**src/design/ddec_pkg.sv**
```systemverilog
// Package: shared types and constants for the debounced drive-enable controller.
package ddec_pkg;

    localparam int unsigned GEN_WIDTH_DEFAULT = 8;
    localparam int unsigned GEN_OUT_W         = 8;
    localparam int unsigned DEB_W             = 16;
    localparam int unsigned TIME_W            = 32;
    localparam int unsigned CFG_DATA_W        = 16;
    localparam int unsigned CFG_INDEX_W       = 1;

    localparam logic [CFG_INDEX_W-1:0] REG_DEBOUNCE_MS = 1'd0;
    localparam logic [CFG_INDEX_W-1:0] REG_ACTIVE_LOW  = 1'd1;

    localparam logic [DEB_W-1:0] DEBOUNCE_MS_RESET = 16'd30;
    localparam logic             ACTIVE_LOW_RESET  = 1'b1;

    typedef struct packed {
        logic              pin_level;
        logic [TIME_W-1:0] now_ms;
        logic              selected_blue;
        logic [7:0]        pose_generation;
        logic [7:0]        map_generation;
    } in_item_t;

    typedef struct packed {
        logic                 drive_on;
        logic                 start_waiting;
        logic                 home_blue;
        logic [GEN_OUT_W-1:0] request_generation;
        logic                 discard_commands;
        logic                 new_home_request;
    } out_item_t;

    // Events passed from the debouncer to the enable sequencer
    typedef struct packed {
        logic toggle;
    } btn_event_t;

endpackage

```
**src/design/ddec_debounce.sv**
```systemverilog
// Button polarity correction, time-based debounce and release arming.
module ddec_debounce (
    input  logic                       clk,
    input  logic                       rst_n,
    input  logic                       advance,
    input  logic                       pin_level,
    input  logic [ddec_pkg::TIME_W-1:0] now_ms,
    input  logic [ddec_pkg::DEB_W-1:0]  debounce_ms,
    input  logic                       active_low,
    output ddec_pkg::btn_event_t       events
);

    logic                        primed_reg, primed_next;
    logic                        raw_reg, raw_next;
    logic                        stable_reg, stable_next;
    logic                        armed_reg, armed_next;
    logic [ddec_pkg::TIME_W-1:0] changed_reg, changed_next;

    logic                        pressed;
    logic                        raw0, stable0, armed0, armed1;
    logic [ddec_pkg::TIME_W-1:0] changed0;
    logic [ddec_pkg::TIME_W-1:0] elapsed;
    logic                        settled, stable_edge, toggle;

    always_comb
    begin
        pressed  = active_low ? ~pin_level : pin_level;
        // first sample primes raw and stable to the current level
        raw0     = primed_reg ? raw_reg    : pressed;
        stable0  = primed_reg ? stable_reg : pressed;
        changed0 = primed_reg ? changed_reg : now_ms;
        armed0   = primed_reg & armed_reg;

        raw_next     = pressed;
        changed_next = (pressed != raw0) ? now_ms : changed0;
        elapsed      = now_ms - changed_next;
        settled      = elapsed >= ddec_pkg::TIME_W'(debounce_ms);

        armed1      = armed0 | (settled & ~pressed);
        stable_edge = settled & (pressed != stable0);
        stable_next = stable_edge ? pressed : stable0;
        toggle      = stable_edge & pressed & armed1;
        armed_next  = armed1 & ~toggle;
        primed_next = 1'b1;

        events.toggle = toggle;
    end

    always_ff @(posedge clk or negedge rst_n)
    begin
        if (!rst_n)
        begin
            primed_reg  <= 1'b0;
            raw_reg     <= 1'b0;
            stable_reg  <= 1'b0;
            armed_reg   <= 1'b0;
            changed_reg <= '0;
        end
        else if (advance)
        begin
            primed_reg  <= primed_next;
            raw_reg     <= raw_next;
            stable_reg  <= stable_next;
            armed_reg   <= armed_next;
            changed_reg <= changed_next;
        end
    end

endmodule

```
**src/design/ddec_enable.sv**
```systemverilog
// Drive-enable sequencer: start toggling, home latch, generation and readiness.
module ddec_enable #(
    parameter int unsigned GEN_WIDTH = ddec_pkg::GEN_WIDTH_DEFAULT
) (
    input  logic                  clk,
    input  logic                  rst_n,
    input  logic                  advance,
    input  ddec_pkg::btn_event_t  events,
    input  logic                  selected_blue,
    input  logic [7:0]            pose_generation,
    input  logic [7:0]            map_generation,
    output ddec_pkg::out_item_t   result
);

    localparam int unsigned CMP_W = (GEN_WIDTH > ddec_pkg::GEN_OUT_W) ?
                                    GEN_WIDTH : ddec_pkg::GEN_OUT_W;

    logic                 enabled_reg, enabled_next;
    logic                 pending_reg, pending_next;
    logic                 blue_reg, blue_next;
    logic [GEN_WIDTH-1:0] gen_reg, gen_next;

    logic             starting, fresh_base, bumped, ready, pending1;
    logic [CMP_W-1:0] gen_ext;

    always_comb
    begin
        enabled_next = enabled_reg;
        pending1     = pending_reg;
        blue_next    = blue_reg;
        gen_next     = gen_reg;
        bumped       = 1'b0;
        starting     = ~enabled_reg & ~pending_reg;
        fresh_base   = (gen_reg == '0) | (selected_blue != blue_reg);

        if (events.toggle)
        begin
            enabled_next = 1'b0;
            pending1     = starting;
            if (starting && fresh_base)
            begin
                blue_next = selected_blue;
                gen_next  = gen_reg + GEN_WIDTH'(1);
                bumped    = 1'b1;
            end
        end

        gen_ext = CMP_W'(gen_next);
        ready   = pending1 & (CMP_W'(pose_generation) == gen_ext)
                           & (CMP_W'(map_generation) == gen_ext);
        pending_next = pending1 & ~ready;
        if (ready)
        begin
            enabled_next = 1'b1;
        end

        result.drive_on           = enabled_next;
        result.start_waiting      = pending_next;
        result.home_blue          = blue_next;
        result.request_generation = gen_ext[ddec_pkg::GEN_OUT_W-1:0];
        result.discard_commands   = events.toggle | ready;
        result.new_home_request   = bumped;
    end

    always_ff @(posedge clk or negedge rst_n)
    begin
        if (!rst_n)
        begin
            enabled_reg <= 1'b0;
            pending_reg <= 1'b0;
            blue_reg    <= 1'b0;
            gen_reg     <= '0;
        end
        else if (advance)
        begin
            enabled_reg <= enabled_next;
            pending_reg <= pending_next;
            blue_reg    <= blue_next;
            gen_reg     <= gen_next;
        end
    end

endmodule

```
**src/design/debounced_drive_enable_controller_top.sv**
```systemverilog
// Top level of the debounced drive-enable controller: item pipeline and config.
// Items pass the input register, then the result register. Throughput: one item per
// cycle while out_stall is low; the input register feeds the result register through
// one pass of debounce and sequencer logic (a 32-bit subtract and compare).
// Reset (rst_n, asynchronous, active low) clears all control state and loads
// debounce_ms = 30 and active_low = 1; no clearing pass is needed.
module debounced_drive_enable_controller_top #(
    parameter int unsigned GEN_WIDTH = ddec_pkg::GEN_WIDTH_DEFAULT
) (
    input  logic                             clk,
    input  logic                             rst_n,
    // input item channel
    input  logic                             in_valid,
    output logic                             in_stall,
    input  ddec_pkg::in_item_t               in_item,
    // result item channel
    output logic                             out_valid,
    input  logic                             out_stall,
    output ddec_pkg::out_item_t              out_item,
    // configuration write port
    input  logic                             cfg_we,
    input  logic [ddec_pkg::CFG_INDEX_W-1:0] cfg_index,
    input  logic [ddec_pkg::CFG_DATA_W-1:0]  cfg_data
);

    // Configuration registers
    logic [ddec_pkg::DEB_W-1:0] debounce_reg;
    logic                       active_low_reg;

    // Input register stage
    logic                  in_valid_reg;
    ddec_pkg::in_item_t    in_item_reg;

    // Result register stage
    logic                  out_valid_reg;
    ddec_pkg::out_item_t   out_item_reg;

    logic                  out_free;
    logic                  advance;
    logic                  in_take;
    ddec_pkg::btn_event_t  events;
    ddec_pkg::out_item_t   result;

    // The result register takes a new item when empty or when its item leaves.
    // An item held in the input register moves on whenever that is so, and
    // only then does the state of the debouncer and sequencer advance.
    assign out_free = ~out_valid_reg | ~out_stall;
    assign advance  = in_valid_reg & out_free;
    // The input register is free when empty or when its item advances this cycle
    assign in_stall = in_valid_reg & ~out_free;
    assign in_take  = in_valid & ~in_stall;

    assign out_valid = out_valid_reg;
    assign out_item  = out_item_reg;

    always_ff @(posedge clk or negedge rst_n)
    begin
        if (!rst_n)
        begin
            debounce_reg   <= ddec_pkg::DEBOUNCE_MS_RESET;
            active_low_reg <= ddec_pkg::ACTIVE_LOW_RESET;
        end
        else if (cfg_we)
        begin
            case (cfg_index)
                ddec_pkg::REG_DEBOUNCE_MS: debounce_reg   <= cfg_data;
                ddec_pkg::REG_ACTIVE_LOW:  active_low_reg <= cfg_data[0];
                default:                   ;
            endcase
        end
    end

    // Hold the input item until it advances; refill in the same cycle
    always_ff @(posedge clk or negedge rst_n)
    begin
        if (!rst_n)
        begin
            in_valid_reg <= 1'b0;
        end
        else if (in_take)
        begin
            in_valid_reg <= 1'b1;
        end
        else if (advance)
        begin
            in_valid_reg <= 1'b0;
        end
    end

    always_ff @(posedge clk)
    begin
        if (in_take)
        begin
            in_item_reg <= in_item;
        end
    end

    // Hold the result until taken; drop valid once it leaves with nothing behind
    always_ff @(posedge clk or negedge rst_n)
    begin
        if (!rst_n)
        begin
            out_valid_reg <= 1'b0;
        end
        else if (out_free)
        begin
            out_valid_reg <= advance;
        end
    end

    always_ff @(posedge clk)
    begin
        if (advance)
        begin
            out_item_reg <= result;
        end
    end

    ddec_debounce u_debounce (
        .clk         (clk),
        .rst_n       (rst_n),
        .advance     (advance),
        .pin_level   (in_item_reg.pin_level),
        .now_ms      (in_item_reg.now_ms),
        .debounce_ms (debounce_reg),
        .active_low  (active_low_reg),
        .events      (events)
    );

    ddec_enable #(
        .GEN_WIDTH (GEN_WIDTH)
    ) u_enable (
        .clk             (clk),
        .rst_n           (rst_n),
        .advance         (advance),
        .events          (events),
        .selected_blue   (in_item_reg.selected_blue),
        .pose_generation (in_item_reg.pose_generation),
        .map_generation  (in_item_reg.map_generation),
        .result          (result)
    );

endmodule
```
**config.mk**
```make
export PLATFORM = sky130hd
export DESIGN_NAME = debounced_drive_enable_controller_top
export DESIGN_NICKNAME = d
export VERILOG_FILES = /design/src/design/ddec_pkg.sv /design/src/design/ddec_debounce.sv /design/src/design/ddec_enable.sv /design/src/design/debounced_drive_enable_controller_top.sv
export SDC_FILE = /design/constraint.sdc
export NUM_CORES = 1
export LEC_CHECK = 0
export ABC_AREA = 1
export BUFFER_PORTS_ARGS = -buffer_cell sky130_fd_sc_hd__buf_4
export CORE_MARGIN = 2
export CORE_UTILIZATION = 50
export DETAILED_ROUTE_END_ITERATION = 16
export GPL_ROUTABILITY_DRIVEN = 0
export MAX_ROUTING_LAYER = met4
export PLACE_DENSITY = 0.69
export SETUP_SLACK_MARGIN = 0.3
export SLEW_MARGIN = 20
export SYNTH_ARGS = -nofsm -noshare
export SYNTH_HDL_FRONTEND = slang
export SYNTH_SLANG_ARGS = --single-unit
```
**constraint.sdc**
```tcl
create_clock -name clk -period 5.5 [get_ports clk]
set_input_delay 0 -clock clk [delete_from_list [all_inputs] [get_ports clk]]
set_output_delay 0 -clock clk [all_outputs]
set_load 0.005 [all_outputs]
```
==> reports/summary.md <==
### Clocking
* clock net sink count: 129
* clock latency on the worst-skew pair: 430 ps
* buffer cell driving the clock tree root: sky130_fd_sc_hd__clkbuf_16
* Clock Pin Slew Worst Setup and Hold Paths: 70 ps
* CTS tree: yes
* largest buffer count on any clock path: 2
* number of H-tree levels: 4
* total CTS buffers: 17

### Floorplanning
* initial core utilization: 50.54%
* ports placed on the boundary: 87
* vertical die dimension: 135.5 µm
* Std-Cell Rows: 48
* die width: 135.5 µm
* core region area: 17120 µm²
* die area: 18370 µm²

### Worst setup path
* Setup crit start: active_low_reg
* Crit. End Element: flop
* source of the worst register-to-register timing path: active_low_reg
* R2R setup slack: 590 ps
* standard cell with the maximum stage delay on the critical path: sky130_fd_sc_hd__dfstp_2
* cell repeated most along the worst path: sky130_fd_sc_hd__nand2_1
* reg-to-reg critical path endpoint: u_enable.pending_reg
* largest fanout on the critical path: 9
* reg2reg path depth: 34
* Crit Path Category: reg2reg
* worst endpoint data arrival time: 5220 ps
* capturing element of the worst setup path: u_enable.pending_reg
* Worst Setup Start Kind: flop
* delay of the slowest cell on the worst path: 570 ps
* CP Data Required Time: 5810 ps

### Logic synthesis
* main area contributors after synthesis: sky130_fd_sc_hd__edfxtp_1, sky130_fd_sc_hd__dfrtp_1, sky130_fd_sc_hd__nand2_1, sky130_fd_sc_hd__inv_1, sky130_fd_sc_hd__ha_1
* number of synthesized flops with an enable pin: 63
* number of warnings printed during yosys synthesis: 0
* Gate Count Post-Synth: 1120
* top flip-flop cell by instance count after synthesis: sky130_fd_sc_hd__edfxtp_1
* Netlist Area Pre-Place: 8651 µm²
* Post-synth top cells: sky130_fd_sc_hd__nand2_1, sky130_fd_sc_hd__inv_1, sky130_fd_sc_hd__o21ai_0
* most area-hungry cell type in the Yosys netlist: sky130_fd_sc_hd__edfxtp_1
* proportion of synthesized chip area in sequential cells: 41.03%
* average cell area after synthesis: 7.724 µm²
* proportion of synthesized flip-flops having asynchronous set or reset: 51.16%
* Synth Register Bits: 129
* fraction of post-synthesis cell area in the top cell type by area: 21.87%
* most numerous cell in the Yosys netlist: sky130_fd_sc_hd__nand2_1
* post-synthesis net count: 1231
* number of different library cells in the post-synthesis netlist: 52

### Detailed routing
* vias per inst: 5.152
* router iterations before antenna repair: 5
* Avg WL per Cell: 14.40 µm
* total wirelength of the detailed-routed design: 22140 µm
* post-route antenna net violation count: 0
* drc violations: 0
* drt initial violations: 628
* total number of vias: 7918

### Power and ir drop
* ratio of total power to cell area: 501.7 nW/µm²
* P_leak: 5.492 nW
* worst-case vdd ir drop: 0.3001 mV
* Final Total Pwr: 0.005632 W

### STA
* slew at the pin with the worst max-slew slack: 940.4 ps
* number of pins with negative max-slew slack in the final report: 0
* highest achievable clock rate: 203.6 MHz
* final setup margin: 588.3 ps
* Final Hold Viols: 0
* final setup TNS: 0 ps
* unrepaired setup endpoints after global routing: no
* final worst-path cycle share: 89.30%
* Max transition margin: 37.16%
* final critical delay including setup and external delays: 4912 ps
* final worst clock skew: 11.85 ps
* final number of setup-violating endpoints: 0

### Placed design
* post-placement cell area: 9484 µm²
* number of input and output port buffers inserted: 86
* detailed-placement wirelength estimate: 15420 µm
* placement-stage worst setup slack: 13.32 ps

### GRT
* largest net degree at the start of global routing: 77
* global-route wire length before repair: 35660 µm
* antenna violations before repair: 0
* all-layer global routing usage: 25.42%
* global route total overflow: 0
* via count of the first global-routing pass: 7501

### Cells and area
* area delta synth->final: 29.77%
* core occupancy in the finished layout: 65.58%
* nets: 1410
* fraction of final layout cells sized beyond drive strength 1: 19.89%
* max FFs per register: 50
* number of diodes added for antenna fixing: 0
* post-route cell area: 11230 µm²

### Hold path
* type of the tightest min-delay check: in2async

### Outcome
* status: completed

### Job
* Max Cap Viol: 0

through the flow:
step	hold slack (ps)	std cells
floorplan	-295.6	1120
global placement	178.1	1412
detailed placement	170.2	1412
CTS	280.1	1523
global route	293.6	1537
finish	248.4	1537
logic make-up (layout without fill, tap and decap cells):
| family | Yosys count | count (layout) | synth area share (%) |
|---|---|---|---|
| DFF | 129 | 129 | 41.03 |
| adders and majority gates | 39 | 39 | 5.641 |
| buffers and inverters | 187 | 378 | 8.678 |
| and+or+nand+nor | 550 | 551 | 29.22 |
| AOI/OAI and AO/OA | 173 | 173 | 10.88 |
| xor gates and xnor gates | 22 | 22 | 2.227 |
| muxes | 20 | 20 | 2.329 |
layout make-up:
cell class / instances / area (µm²)
Sequential cell: 129 / 3550
Tap cell: 225 / 281.5
Clock buffer: 18 / 429.2
Timing Repair Buffer: 183 / 1602
Inverter: 163 / 613.1
Multi-Input combinational cell: 805 / 4636
Clock inverter: 14 / 115.1
Fill cell: 1422 / 5891
worst min-delay path by stage:
| stage | start | end | cells after the start |
|---|---|---|---|
| global placement | rst_n | u_debounce.changed_reg[1] | 1 |
| CTS | in_item[2] | in_item_reg[2] | 2 |
| global route | in_item[1] | in_item_reg[1] | 2 |
| floorplan | rst_n | debounce_reg[0] | 0 |
| detailed placement | cfg_we | active_low_reg | 2 |
| finish | rst_n | debounce_reg[6] | 2 |
placed cells by master (no fill, tap or decap), types with 5 or more instances in the layout:
cell | netlist | final
sky130_fd_sc_hd__inv_1 | 150 | 148
sky130_fd_sc_hd__nor2_1 | 87 | 87
sky130_fd_sc_hd__mux2i_1 | 19 | 15
sky130_fd_sc_hd__nor2_2 | 11 | 9
sky130_fd_sc_hd__nand2_2 | 20 | 28
sky130_fd_sc_hd__o21ai_0 | 88 | 85
sky130_fd_sc_hd__nor4_1 | 5 | 5
sky130_fd_sc_hd__nand2_4 | 4 | 7
sky130_fd_sc_hd__xor2_1 | 12 | 8
sky130_fd_sc_hd__inv_2 | 9 | 10
sky130_fd_sc_hd__nand4_1 | 28 | 28
sky130_fd_sc_hd__dfstp_2 | 5 | 5
sky130_fd_sc_hd__nand4_2 | 8 | 8
sky130_fd_sc_hd__dfrtp_1 | 61 | 61
sky130_fd_sc_hd__nand3_4 | 2 | 5
sky130_fd_sc_hd__nand2_1 | 313 | 303
sky130_fd_sc_hd__a21oi_2 | 0 | 9
sky130_fd_sc_hd__buf_4 | 2 | 109
sky130_fd_sc_hd__o21ai_1 | 4 | 5
sky130_fd_sc_hd__clkinv_1 | 4 | 8
sky130_fd_sc_hd__clkbuf_16 | 0 | 17
sky130_fd_sc_hd__nand3_1 | 47 | 45
sky130_fd_sc_hd__o21a_1 | 5 | 5
sky130_fd_sc_hd__nor3_1 | 8 | 7
sky130_fd_sc_hd__xnor2_1 | 10 | 10
sky130_fd_sc_hd__ha_1 | 39 | 32
sky130_fd_sc_hd__a21oi_1 | 53 | 44
sky130_fd_sc_hd__dlygate4sd3_1 | 0 | 71
sky130_fd_sc_hd__nand3_2 | 9 | 8
sky130_fd_sc_hd__a31oi_1 | 5 | 5
sky130_fd_sc_hd__edfxtp_1 | 63 | 63
repair_timing:
action | 4_1_cts | 5_1_grt
gates resized for setup | 4 | 59
endpoints found under the setup margin | 5 | 16
endpoints found under the hold margin | 130 | 0
pin swaps | 1 | 13
setup buffers | 7 | 13
hold buffers | 71 | 0
gates cloned | 1 | 1
critical path, delay by kind of cell (launching register included):
family / cells / cell delay [ps]
xor+xnor: 1 / 160
simple gates: 23 / 2420
compound gates: 2 / 290
flops: 1 / 570
fa+ha+maj: 2 / 550
mux: 1 / 270
buf+inv: 5 / 520
report_power, final:
part | leakage [nW] | total [W] | internal (W) | switching, W
registers | 1.40 | 0.00142 | 0.00126 | 0.000163
clock network | 0.265 | 0.00105 | 0.000617 | 0.000436
logic | 3.83 | 0.00316 | 0.00122 | 0.00193
metal layers:
metal | wire (µm) | vias up | part of all wire [%] | track usage (%)
met1 | 10240 | 3574 | 46 | 34.50
met5 | 0 | - | 0 | -
met2 | 10210 | 264 | 46 | 39.90
met4 | 374 | 0 | 1.7 | 7.697
li1 | - | 4049 | - | -
met3 | 1317 | 31 | 5.9 | 3.629
Note: power is estimated with default switching activity, not from simulation.
